`src/hw/rtl/prfe_pkg.sv`:
```
`timescale 1ns / 1ps
// ----------------------------------------------------------------------------
// prfe_pkg
// Shared constants, types and helpers of the pulse record feature extractor.
// ----------------------------------------------------------------------------
package prfe_pkg;

	// Record geometry
	localparam int RECORD_LENGTH    = 1024;
	localparam int STATS_WINDOW     = 1000;
	localparam int BASELINE_SAMPLES = 20;
	localparam int SAMPLE_BITS      = 14;

	// Field widths
	localparam int SMP_W   = 14;
	localparam int IDX_W   = 10;
	localparam int SUM_W   = 19;
	localparam int CNT_W   = 11;
	localparam int OFF_W   = 14;
	localparam int REG_W   = 3;
	localparam int SC_W    = 21;
	localparam int POS_W   = $clog2(RECORD_LENGTH);
	localparam int BUF_W   = $clog2(BASELINE_SAMPLES);
	localparam int DRN_W   = $clog2(BASELINE_SAMPLES + 1);
	localparam int Q_DEPTH = 4;
	localparam int Q_PTR_W = $clog2(Q_DEPTH);
	localparam int Q_CNT_W = $clog2(Q_DEPTH + 1);
	localparam int NUM_CNT = 6;

	localparam logic [SMP_W-1:0] SAMPLE_MASK = SMP_W'((32'd1 << SAMPLE_BITS) - 32'd1);
	localparam logic [CNT_W-1:0] CNT_MAX     = '1;

	// Configuration register indexes
	typedef enum logic [REG_W-1:0] {
		REG_BELOW_HIGH = 3'd0,
		REG_BELOW_MID  = 3'd1,
		REG_BELOW_LOW  = 3'd2,
		REG_ABOVE_HIGH = 3'd3,
		REG_ABOVE_MID  = 3'd4,
		REG_ABOVE_LOW  = 3'd5
	} prfe_reg_t;

	// One classified sample as passed from the front to the back
	typedef struct packed {
		logic [SMP_W-1:0] smp;    // sample, masked to the converter width
		logic [POS_W-1:0] pos;    // position in the record
		logic             first;  // position one, also stands for position zero
		logic             base;   // part of the baseline sum
		logic             trk;    // inside the statistics window
		logic             cls;    // classified on arrival
		logic             bfull;  // completes the baseline sum
		logic             fin;    // closes the record
	} prfe_item_t;

	typedef logic [NUM_CNT-1:0][CNT_W-1:0] prfe_cnt_t;
	typedef logic [NUM_CNT-1:0][OFF_W-1:0] prfe_off_t;

	// Constant scaling by the baseline length
	function automatic logic [SC_W-1:0] scale(input logic [OFF_W-1:0] x);
		scale = SC_W'(x) * SC_W'(BASELINE_SAMPLES);
	endfunction

	// Excursion hits of one sample: below counters 0..2, above counters 3..5
	function automatic logic [NUM_CNT-1:0] hits(input logic [SMP_W-1:0] v,
			input logic [SUM_W-1:0] sum, input prfe_off_t off);
		logic [SC_W-1:0] vs;
		logic [SC_W-1:0] ss;
		vs = scale(v);
		ss = SC_W'(sum);
		for (int k = 0; k < 3; k++) begin
			hits[k] = (vs + scale(off[k])) < ss;
		end
		for (int k = 3; k < NUM_CNT; k++) begin
			hits[k] = vs > (ss + scale(off[k]));
		end
	endfunction

endpackage

```
`src/hw/rtl/pulse_record_feature_extractor.sv`:
```
`timescale 1ns / 1ps
// ----------------------------------------------------------------------------
// pulse_record_feature_extractor
// Per-record minimum, maximum, baseline sum and excursion counts of a
// digitizer waveform.
//
//  channel  | handshake             | payload
//  ---------+-----------------------+---------------------------------------
//  input    | in_valid / in_ready   | sample, last
//  result   | out_valid / out_ready | min/max value and index, baseline_sum,
//           |                       | six excursion counts
//  config   | cfg_we                | cfg_index, cfg_data
//
// One sample is accepted per cycle while the queue has room. A result is taken
// into the output register after its closing sample leaves the queue. Once the
// baseline sum is complete, 21 buffered samples are classified one per cycle
// next to the live stream; a record closing before that drain is done stops
// queue reads until the drain ends. A four-entry queue separates the front
// from the back, so a stalled result side holds input only after it fills.
// Reset clears all record state; the offset registers return to defaults.
// ----------------------------------------------------------------------------
module pulse_record_feature_extractor (
	input  logic                       clk,
	input  logic                       arst_n,
	input  logic                       cfg_we,
	input  logic [prfe_pkg::REG_W-1:0] cfg_index,
	input  logic [prfe_pkg::OFF_W-1:0] cfg_data,
	input  logic                       in_valid,
	output logic                       in_ready,
	input  logic [prfe_pkg::SMP_W-1:0] sample,
	input  logic                       last,
	output logic                       out_valid,
	input  logic                       out_ready,
	output logic [prfe_pkg::SMP_W-1:0] min_value,
	output logic [prfe_pkg::IDX_W-1:0] min_index,
	output logic [prfe_pkg::SMP_W-1:0] max_value,
	output logic [prfe_pkg::IDX_W-1:0] max_index,
	output logic [prfe_pkg::SUM_W-1:0] baseline_sum,
	output logic [prfe_pkg::CNT_W-1:0] count_below_high,
	output logic [prfe_pkg::CNT_W-1:0] count_below_mid,
	output logic [prfe_pkg::CNT_W-1:0] count_below_low,
	output logic [prfe_pkg::CNT_W-1:0] count_above_high,
	output logic [prfe_pkg::CNT_W-1:0] count_above_mid,
	output logic [prfe_pkg::CNT_W-1:0] count_above_low
);
	import prfe_pkg::*;

	logic       push, q_ready, q_valid, pop;
	prfe_item_t item, head;
	prfe_cnt_t  counts;

	prfe_front u_front (
		.clk      (clk),
		.arst_n   (arst_n),
		.in_valid (in_valid),
		.in_ready (in_ready),
		.sample   (sample),
		.last     (last),
		.push     (push),
		.item     (item),
		.q_ready  (q_ready)
	);

	prfe_queue u_queue (
		.clk       (clk),
		.arst_n    (arst_n),
		.push      (push),
		.push_item (item),
		.ready     (q_ready),
		.pop       (pop),
		.head      (head),
		.valid     (q_valid)
	);

	prfe_back u_back (
		.clk          (clk),
		.arst_n       (arst_n),
		.cfg_we       (cfg_we),
		.cfg_index    (cfg_index),
		.cfg_data     (cfg_data),
		.q_valid      (q_valid),
		.head         (head),
		.pop          (pop),
		.out_valid    (out_valid),
		.out_ready    (out_ready),
		.min_value    (min_value),
		.min_index    (min_index),
		.max_value    (max_value),
		.max_index    (max_index),
		.baseline_sum (baseline_sum),
		.counts       (counts)
	);

	// Counter order: below high, mid, low, then above high, mid, low.
	assign count_below_high = counts[REG_BELOW_HIGH];
	assign count_below_mid  = counts[REG_BELOW_MID];
	assign count_below_low  = counts[REG_BELOW_LOW];
	assign count_above_high = counts[REG_ABOVE_HIGH];
	assign count_above_mid  = counts[REG_ABOVE_MID];
	assign count_above_low  = counts[REG_ABOVE_LOW];

endmodule

```
`src/hw/rtl/prfe_front.sv`:
```
`timescale 1ns / 1ps
// ----------------------------------------------------------------------------
// prfe_front
// Accepts samples, tracks the record position and tags each request with
// the work that the back end has to do on it.
// ----------------------------------------------------------------------------
module prfe_front (
	input  logic                       clk,
	input  logic                       arst_n,
	input  logic                       in_valid,
	output logic                       in_ready,
	input  logic [prfe_pkg::SMP_W-1:0] sample,
	input  logic                       last,
	output logic                       push,
	output prfe_pkg::prfe_item_t       item,
	input  logic                       q_ready
);
	import prfe_pkg::*;

	logic [POS_W-1:0] pos_q;
	logic [31:0]      p;

	assign in_ready = q_ready;
	assign push     = in_valid & q_ready;
	assign p        = 32'(pos_q);

	// Classify the sample by its position in the record.
	always_comb begin
		item.smp   = sample & SAMPLE_MASK;
		item.pos   = pos_q;
		item.first = (p == 32'd1);
		item.base  = (p >= 32'd1) && (p <= BASELINE_SAMPLES);
		item.trk   = (p >= 32'd1) && (p < STATS_WINDOW);
		item.cls   = (p > BASELINE_SAMPLES) && (p < STATS_WINDOW);
		item.bfull = (p == BASELINE_SAMPLES);
		item.fin   = last || ((p + 32'd1) >= RECORD_LENGTH);
	end

	// Position counter; a closing sample restarts the record.
	always_ff @(posedge clk or negedge arst_n) begin
		if (!arst_n) begin
			pos_q <= '0;
		end else if (push) begin
			pos_q <= item.fin ? '0 : pos_q + POS_W'(1);
		end
	end

endmodule

```
`src/hw/rtl/prfe_queue.sv`:
```
`timescale 1ns / 1ps
// ----------------------------------------------------------------------------
// prfe_queue
// Short first-in first-out queue of classified samples between the front
// and the back end.
// ----------------------------------------------------------------------------
module prfe_queue (
	input  logic                 clk,
	input  logic                 arst_n,
	input  logic                 push,
	input  prfe_pkg::prfe_item_t push_item,
	output logic                 ready,
	input  logic                 pop,
	output prfe_pkg::prfe_item_t head,
	output logic                 valid
);
	import prfe_pkg::*;

	prfe_item_t           mem_q [Q_DEPTH];
	logic [Q_PTR_W-1:0]   wr_q;
	logic [Q_PTR_W-1:0]   rd_q;
	logic [Q_CNT_W-1:0]   cnt_q;

	assign valid = (cnt_q != '0);
	assign ready = (cnt_q != Q_CNT_W'(Q_DEPTH));
	assign head  = mem_q[rd_q];

	// Storage
	always_ff @(posedge clk) begin
		if (push) begin
			mem_q[wr_q] <= push_item;
		end
	end

	// Pointers and fill level
	always_ff @(posedge clk or negedge arst_n) begin
		if (!arst_n) begin
			wr_q  <= '0;
			rd_q  <= '0;
			cnt_q <= '0;
		end else begin
			if (push) begin
				wr_q <= wr_q + Q_PTR_W'(1);
			end
			if (pop) begin
				rd_q <= rd_q + Q_PTR_W'(1);
			end
			if (push && !pop) begin
				cnt_q <= cnt_q + Q_CNT_W'(1);
			end else if (pop && !push) begin
				cnt_q <= cnt_q - Q_CNT_W'(1);
			end
		end
	end

endmodule

```
`src/hw/rtl/prfe_back.sv`:
```
`timescale 1ns / 1ps
// ----------------------------------------------------------------------------
// prfe_back
// Extremes, baseline sum, early sample buffer, excursion counters and the
// result register. Buffered early samples are classified one per cycle
// alongside the live stream once the baseline sum is complete.
// ----------------------------------------------------------------------------
module prfe_back (
	input  logic                        clk,
	input  logic                        arst_n,
	input  logic                        cfg_we,
	input  logic [prfe_pkg::REG_W-1:0]  cfg_index,
	input  logic [prfe_pkg::OFF_W-1:0]  cfg_data,
	input  logic                        q_valid,
	input  prfe_pkg::prfe_item_t        head,
	output logic                        pop,
	output logic                        out_valid,
	input  logic                        out_ready,
	output logic [prfe_pkg::SMP_W-1:0]  min_value,
	output logic [prfe_pkg::IDX_W-1:0]  min_index,
	output logic [prfe_pkg::SMP_W-1:0]  max_value,
	output logic [prfe_pkg::IDX_W-1:0]  max_index,
	output logic [prfe_pkg::SUM_W-1:0]  baseline_sum,
	output prfe_pkg::prfe_cnt_t         counts
);
	import prfe_pkg::*;

	prfe_off_t          off_q;
	logic [SMP_W-1:0]   min_q, max_q, min_n, max_n;
	logic [IDX_W-1:0]   minpos_q, maxpos_q, minpos_n, maxpos_n;
	logic [SUM_W-1:0]   sum_q, sum_n;
	prfe_cnt_t          cnt_q, cnt_n;
	logic [SMP_W-1:0]   buf_q [BASELINE_SAMPLES];
	logic               dact_q, dact_n;
	logic [DRN_W-1:0]   drn_q, drn_n;
	logic               flush_q, flush_n;
	logic [BUF_W-1:0]   dix;
	logic [SMP_W-1:0]   dv;
	logic [NUM_CNT-1:0] hh, dh;
	logic [IDX_W-1:0]   idx;
	logic [CNT_W:0]     csum;
	logic               endreq, out_free, emit;

	logic               ov_q;
	logic [SMP_W-1:0]   omin_q, omax_q;
	logic [IDX_W-1:0]   ominpos_q, omaxpos_q;
	logic [SUM_W-1:0]   osum_q;
	prfe_cnt_t          ocnt_q;

	// Record update for the request at the head of the queue and the drain
	always_comb begin
		pop = q_valid & ~flush_q;

		// Drain entry zero stands for position zero, a copy of position one.
		dix = (drn_q == '0) ? '0 : BUF_W'(drn_q - DRN_W'(1));
		dv  = buf_q[dix];
		hh  = hits(head.smp, sum_q, off_q) & {NUM_CNT{pop & head.cls}};
		dh  = hits(dv, sum_q, off_q) & {NUM_CNT{dact_q}};

		for (int k = 0; k < NUM_CNT; k++) begin
			csum = {1'b0, cnt_q[k]} + (CNT_W + 1)'(hh[k]) + (CNT_W + 1)'(dh[k]);
			cnt_n[k] = (csum > {1'b0, CNT_MAX}) ? CNT_MAX : csum[CNT_W-1:0];
		end

		idx      = head.first ? '0 : IDX_W'(head.pos);
		min_n    = min_q;
		minpos_n = minpos_q;
		max_n    = max_q;
		maxpos_n = maxpos_q;
		if (pop && head.trk) begin
			if (head.smp < min_q) begin
				min_n    = head.smp;
				minpos_n = idx;
			end
			if (head.smp > max_q) begin
				max_n    = head.smp;
				maxpos_n = idx;
			end
		end

		sum_n = sum_q + ((pop && head.base) ? SUM_W'(head.smp) : '0);

		dact_n = dact_q;
		drn_n  = drn_q;
		if (dact_q) begin
			if (drn_q == DRN_W'(BASELINE_SAMPLES)) begin
				dact_n = 1'b0;
			end else begin
				drn_n = drn_q + DRN_W'(1);
			end
		end else if (pop && head.bfull) begin
			dact_n = 1'b1;
			drn_n  = '0;
		end

		endreq   = flush_q | (pop & head.fin);
		out_free = ~ov_q | out_ready;
		emit     = endreq & ~dact_n & out_free;
		flush_n  = endreq & ~emit;
	end

	// Offset registers
	always_ff @(posedge clk or negedge arst_n) begin
		if (!arst_n) begin
			off_q[REG_BELOW_HIGH] <= OFF_W'(2500);
			off_q[REG_BELOW_MID]  <= OFF_W'(1250);
			off_q[REG_BELOW_LOW]  <= OFF_W'(500);
			off_q[REG_ABOVE_HIGH] <= OFF_W'(600);
			off_q[REG_ABOVE_MID]  <= OFF_W'(300);
			off_q[REG_ABOVE_LOW]  <= OFF_W'(120);
		end else if (cfg_we) begin
			case (cfg_index)
				REG_BELOW_HIGH: off_q[REG_BELOW_HIGH] <= cfg_data;
				REG_BELOW_MID:  off_q[REG_BELOW_MID]  <= cfg_data;
				REG_BELOW_LOW:  off_q[REG_BELOW_LOW]  <= cfg_data;
				REG_ABOVE_HIGH: off_q[REG_ABOVE_HIGH] <= cfg_data;
				REG_ABOVE_MID:  off_q[REG_ABOVE_MID]  <= cfg_data;
				REG_ABOVE_LOW:  off_q[REG_ABOVE_LOW]  <= cfg_data;
				default: ;
			endcase
		end
	end

	// Early sample buffer
	always_ff @(posedge clk) begin
		if (pop && head.base) begin
			buf_q[BUF_W'(head.pos - POS_W'(1))] <= head.smp;
		end
	end

	// Record state; cleared when the result is taken into the output register.
	always_ff @(posedge clk or negedge arst_n) begin
		if (!arst_n) begin
			min_q    <= SAMPLE_MASK;
			minpos_q <= '0;
			max_q    <= '0;
			maxpos_q <= '0;
			sum_q    <= '0;
			cnt_q    <= '0;
			dact_q   <= 1'b0;
			drn_q    <= '0;
			flush_q  <= 1'b0;
		end else begin
			dact_q  <= dact_n;
			drn_q   <= drn_n;
			flush_q <= flush_n;
			if (emit) begin
				min_q    <= SAMPLE_MASK;
				minpos_q <= '0;
				max_q    <= '0;
				maxpos_q <= '0;
				sum_q    <= '0;
				cnt_q    <= '0;
			end else begin
				min_q    <= min_n;
				minpos_q <= minpos_n;
				max_q    <= max_n;
				maxpos_q <= maxpos_n;
				sum_q    <= sum_n;
				cnt_q    <= cnt_n;
			end
		end
	end

	// Output register
	always_ff @(posedge clk or negedge arst_n) begin
		if (!arst_n) begin
			ov_q <= 1'b0;
		end else if (emit) begin
			ov_q <= 1'b1;
		end else if (out_ready) begin
			ov_q <= 1'b0;
		end
	end

	always_ff @(posedge clk) begin
		if (emit) begin
			omin_q    <= min_n;
			ominpos_q <= minpos_n;
			omax_q    <= max_n;
			omaxpos_q <= maxpos_n;
			osum_q    <= sum_n;
			ocnt_q    <= cnt_n;
		end
	end

	assign out_valid    = ov_q;
	assign min_value    = omin_q;
	assign min_index    = ominpos_q;
	assign max_value    = omax_q;
	assign max_index    = omaxpos_q;
	assign baseline_sum = osum_q;
	assign counts       = ocnt_q;

endmodule

```
`config.mk`:
```
export PLATFORM = sky130hd
export DESIGN_NAME = pulse_record_feature_extractor
export DESIGN_NICKNAME = d
export VERILOG_FILES = /design/src/hw/rtl/prfe_pkg.sv /design/src/hw/rtl/pulse_record_feature_extractor.sv /design/src/hw/rtl/prfe_front.sv /design/src/hw/rtl/prfe_queue.sv /design/src/hw/rtl/prfe_back.sv
export SDC_FILE = /design/constraint.sdc
export NUM_CORES = 2
export LEC_CHECK = 0
export BUFFER_PORTS_ARGS = -buffer_cell sky130_fd_sc_hd__buf_2
export CAP_MARGIN = 20
export CORE_MARGIN = 1.5
export CORE_UTILIZATION = 65
export DETAILED_ROUTE_END_ITERATION = 8
export GPL_ROUTABILITY_DRIVEN = 0
export PLACE_DENSITY = 0.91
export SLEW_MARGIN = 20
export SYNTH_ARGS = -nofsm -noshare
export SYNTH_HDL_FRONTEND = slang
export SYNTH_SLANG_ARGS = --single-unit
export TNS_END_PERCENT = 20
```
`constraint.sdc`:
```
create_clock -name clk -period 25.6 [get_ports clk]
set_input_delay 2.56 -clock clk [delete_from_list [all_inputs] [get_ports clk]]
set_output_delay 2.56 -clock clk [all_outputs]
set_load 0.1 [all_outputs]
```
## After elaboration in Yosys (flattened, before gate mapping)

Memories as Yosys holds them, arrays and structs flattened.
Cells that the tools add are included.

| operators by class | value |
|---|---|
| add/sub/neg operators | 31 |
| multiply operators | 8 |
| $lt $le $gt $ge | 25 |
| equal/unequal tests | 10 |
| mux-type cells | 38 |
| bitwise gates (word level) | 15 |
| reductions and logical operators | 24 |

Operators with widths:

| cell | number |
|---|---|
| 19-bit by 19-bit adder with 20-bit output | 9 |
| 14-bit by 3-bit multiplier with 17-bit output (second input constant) | 8 |
| 19-bit by 21-bit greater-than comparator with 1-bit output | 6 |
| 21-bit by 19-bit < comparator with 1-bit output | 6 |
| 14-bit two-way mux | 7 |
| 10-bit two-way mux | 8 |
| 11-bit by 1-bit adder with 12-bit output | 6 |
| 12-bit by 1-bit adder with 12-bit output | 6 |
| 12-bit by 11-bit greater-than comparator with 1-bit output (second input constant) | 6 |
| 11-bit two-way mux | 6 |
| 66-bit two-way mux | 1 |
| 32-bit by 11-bit greater-or-equal comparator with 1-bit output (second input constant) | 1 |
| 5-bit two-way mux | 4 |
| 19-bit adder | 1 |
| 19-bit two-way mux | 1 |
| 14-bit greater-than comparator | 1 |
| 14-bit < comparator | 1 |
| 2-bit AND reduction | 7 |
| 6-bit bitwise AND | 2 |
| 10-bit by 1-bit adder with 11-bit output (second input constant) | 1 |
| 10-bit by 1-bit adder with 10-bit output (second input constant) | 1 |
| 10-bit by 1-bit == test with 1-bit output (second input constant) | 1 |
| 10-bit by 5-bit == test with 1-bit output (second input constant) | 1 |
| 10-bit by 1-bit greater-or-equal comparator with 1-bit output (second input constant) | 1 |
| 26 further kinds | 59 |

| storage, ports and cells | value |
|---|---|
| register bits after elaboration | 375 |
| RAM bits | 400 |
| input port bits | 37 |
| logic and storage cells | 189 |
| memories kept | 2 |

Memory list:

| memory | depth | width | read ports | clocked after memory_dff | write ports | RTL line | text |
|---|---|---|---|---|---|---|---|
| u_back.buf_q | 20 | 14 | 1 | 0 | 1 | prfe_back.sv:33 | `logic [SMP_W-1:0] buf_q [BASELINE_SAMPLES];` |
| u_queue.mem_q | 4 | 30 | 1 | 0 | 1 | prfe_queue.sv:19 | `prfe_item_t mem_q [Q_DEPTH];` |

## Longest topological paths before layout

An unclocked memory read counts as a cell.

| depth | value |
|---|---|
| depth in word-level cells | 11 |
| mapped depth | 49 |
| gate-level depth less buffers | 43 |

## By module

Synthesis repeated with hierarchy kept, for this count alone.

| second synthesis, totals | value |
|---|---|
| cells, all modules | 4,099 |
| area, all modules | 47,911.0 µm² |

By module, submodules not included:

| module | instances | cells each | area an instance (µm²) | seq. area each (µm²) |
|---|---|---|---|---|
| prfe_back | 1 | 3,814 | 42,296.8 | 18,084.8 |
| prfe_queue | 1 | 192 | 4,764.6 | 3,778.6 |
| prfe_front | 1 | 93 | 849.6 | 250.2 |

## Worst setup path before layout

OpenSTA, ideal clock, no wires.

| timing | value |
|---|---|
| kind | register to register |
| from | reg u_back.drn_q[0] |
| to | reg u_back.ocnt_q, in the netlist u_back.counts[30] (data pin) |
| setup time | 0.264 ns |
| arrival | 9.124 ns |
| required time | 25.336 ns |
| path slack | 16.212 ns |
| cell stages (with the launch flop) | 45 |
| cells stage by stage | dfrtp_1 -> clkbuf_1 -> inv_1 -> clkbuf_1 -> clkbuf_1 -> ha_1 -> nand2b_1 -> nor2_1 -> o21ai_0 -> buf_2 -> clkbuf_1 -> clkbuf_1 -> mux4_2 -> a211oi_1 -> a21oi_1 -> nand2_1 -> o21ai_0 -> ha_1 -> [9 not listed] -> xnor2_1 -> ha_1 -> and3_1 -> a2111oi_0 -> o311ai_1 -> ha_1 -> nand2_1 -> nor2_1 -> a21oi_1 -> o221ai_1 -> a41oi_1 -> o21a_1 -> fa_1 -> and3_1 -> and2_1 -> nand3_1 -> clkbuf_1 -> nand2_1 |

RTL lines:

| element | RTL line | text |
|---|---|---|
| start: declaration | prfe_back.sv:35 | `logic [DRN_W-1:0] drn_q, drn_n;` |
| start signal: assignment | prfe_back.sv:145 | `drn_q <= drn_n;` |
| end signal: assignment | prfe_back.sv:183 | `ocnt_q <= cnt_n;` |
| end: declaration | prfe_back.sv:48 | `prfe_cnt_t ocnt_q;` |

==> metrics <==
RSZ-0062 raised after global routing=no; Post-synth EDFFs=533; synthesis-to-finish area growth=10.0%; die area=roughly 75000 sq um; met2 Track Usage GR=between 50% and 60%; Max Fclk=~86 MHz; Slew HR=approximately 14%; top cells by area, synth=edfxtp_1 (34%), ha_1 (16%), dfrtp_1 (10%), xnor2_1 (3.2%), mux4_2 (3.1%); R2R depth=39; Worst R2R Setup Slack=13940 ps; crit path from=u_back.drn_q[0]$_DFFE_PN0P_; initial DRC count=around 5300; vias post-DR=37600; GRT overflow=0; post-synthesis sequential area ratio=a little under half; Largest delay share family, worst path=compound AO/OA/AOI/OAI gates; startpoint types=flop; post-route ant nets=0; Synth area leader=edfxtp_1; NumNets Final=5022; antenna violations before repair=2; Worst EP required=between 20000 and 30000 ps; Clock Sinks=a little under 800; Top cell by count, worst path=ha_1; crit path capture=u_back.cnt_q[23]$_DFF_PN0_; Synth Instances=4155; area of the multi-input gates=24600 sq um; total CTS buffers=just under 80; WP data arrival=~12000 ps; CTS resizes=0; largest net degree at the start of global routing=roughly 120; status=complete, no violations; Max-cap violations=0; top cell type's share of synthesized area=33.5%; worst slew pin tran=1280 ps; Worst path slowest cell=xnor2_1; row cnt=99; hold_sp=u_queue.cnt_q[2]$_DFFE_PN0P_; root buffer cell=clkbuf_16; FF+latch area=22100 sq um; clock slew at reported path FFs=~60 ps; Synthesized Nets=between 4000 and 5000; clock tree from TritonCTS=done; fin crit share=a little under half; CTS H-tree lvls=3; Detailed Route WL=about 140000 microns; Unique masters post-synth=86; global-route wire length before repair=between 200000 and 250000 microns; synth warn=0; cts hold-fix bufs=0; Post-synth ARST share=between 30% and 40%; Vias/cell=between 6 and 7; met3 Resource Use GR=around 8.7%; DRC violations left=0; Post-synth top cells=ha_1 (598), edfxtp_1 (533), nand2_1 (274); FF+latch count, synth=about 780; wire per inst=between 20 and 30 microns; # port buffers=roughly 170; Slew Limit Fails=0; Final Hold Viols=0; gr busiest metal=met2; Bufs and invs on worst path=5; worst reg2reg path endpoint=u_back.cnt_q[23]$_DFF_PN0_; CP Max Fanout=84; slowest stage delay, CP=980 ps; postcts setup bufs=0; chip height=between 200 and 300 microns; Final Skew=just over 50 ps; top_reg_cell synth=edfxtp_1; Total GRT Usage=37.5%; # setup viols final=0; global routing usage on met1=48.5%; Crit path depth=39; IO Pins=approximately 170; TritonRoute pass-1 iters=8; Worst R2R Start=u_back.drn_q[0]$_DFFE_PN0P_; vias in the first global route=37500; Crit. End Element=flop; Post-DP HPWL=roughly 95000 microns; CP Class=reg2reg; hold crit path type=reg2reg; Skew-Pair Late Insertion Delay=just under 700 ps; Fillers=roughly 4500; Post-Syn Area=roughly 48000 sq um; CTS Buffer Depth=3; crit path time final=roughly 12000 ps; mean post-synth cell area=around 11 sq um; core area=72800 sq um; Die Width=approximately 270 microns; layout cells sized above 1=13.4%; setup TNS=0 ps; count leader, synth=ha_1; Starting Density=around two thirds
-- per-stage QoR --
step | setup WS [ps] | hold slack (ps) | cell area [sq um] | util [%] | std cells
floorplan | 16210 | 464 | 47700 | - | 4155
global placement | 15030 | 487 | 49900 | 68.5 | 5240
detailed placement | 14640 | 499 | 49900 | 68.5 | 5240
CTS | 14250 | 512 | 52500 | 72.0 | 5385
global route | 13460 | 548 | 52500 | 72.1 | 5386
finish | 13940 | 512 | 52500 | 72.1 | 5387
-- registers in the layout, summed over array words and instances (netlist names), 14 cells and up --
signal               flops
u_queue.mem_q          120
u_back.baseline_sum     19
u_back.sum_q            19
u_back.max_value        14
u_back.counts           66
u_back.min_value        14
u_back.max_q            14
u_back.off_q            84
u_back.cnt_q            66
u_back.min_q            14
u_back.buf_q           280
-- cells in the final DEF (no fill, tap or decap), types with 58 or more instances in the layout --
master	count
ha_1	598
inv_1	202
nor2_1	212
nand2_1	274
edfxtp_1	533
mux2_2	90
and3_1	58
a21o_1	118
mux4_2	66
clkbuf_16	80
nand3_1	116
and2_1	65
nor3_1	60
a21oi_1	270
buf_2	170
xnor2_1	174
xor2_1	83
o21ai_0	206
dfrtp_1	199
-- layer usage --
metal | wire [microns] | vias up
li1 | - | 16000
met1 | 50500 | 17900
met2 | 62900 | 2861
met3 | 17700 | 791
met4 | 9880 | 2
met5 | 7 | -
-- worst min-delay path by stage --
stage / to / slack, ps / cells after the start
after floorplan: u_queue.cnt_q[2]$_DFFE_PN0P_ / 460 / 1
after global placement: u_queue.cnt_q[2]$_DFFE_PN0P_ / 490 / 1
after detailed placement: u_queue.cnt_q[2]$_DFFE_PN0P_ / 500 / 1
after CTS: u_queue.cnt_q[2]$_DFFE_PN0P_ / 510 / 1
after global routing: u_queue.cnt_q[2]$_DFFE_PN0P_ / 550 / 1
final: u_queue.cnt_q[2]$_DFFE_PN0P_ / 510 / 1
-- cell families (layout without fill, tap and decap cells) --
family	count (synthesis)	after routing	share of synthesized area (%)
XOR/XNOR	260	260	4.86
adder cells (fa/ha/maj)	626	626	16.8
AND/OR/NAND/NOR	1027	1027	10.6
flip-flops	775	775	46.3
other	0	1	0
AO/OA/AOI/OAI	991	991	13.4
multiplexers	174	174	5.61
buffers and inverters	302	574	2.40
-- layout make-up --
class | instances | area share (%)
repair buffers | 224 | 2.45
multi-input cells | 3078 | 46.8
inverters | 205 | 1.48
flip-flops and latches | 775 | 42.1
diodes | 1 | 0.00476
clock buffers | 103 | 4.07
clock inverters | 42 | 0.824
well taps | 959 | 2.28
-- worst reg2reg max path, delay by kind of cell, from the launching register on --
family,cells,cell delay [ps]
AOI/OAI and AO/OA,14,3160
adders and majority gates,7,2240
and+or+nand+nor,10,2120
buffers and inverters,5,1850
xor gates and xnor gates,1,980
muxes,2,940
DFF,1,360
Power is left out: the tool's default activity adds up to more than one toggle a clock period on the data nets, which glitch-free logic cannot reach.
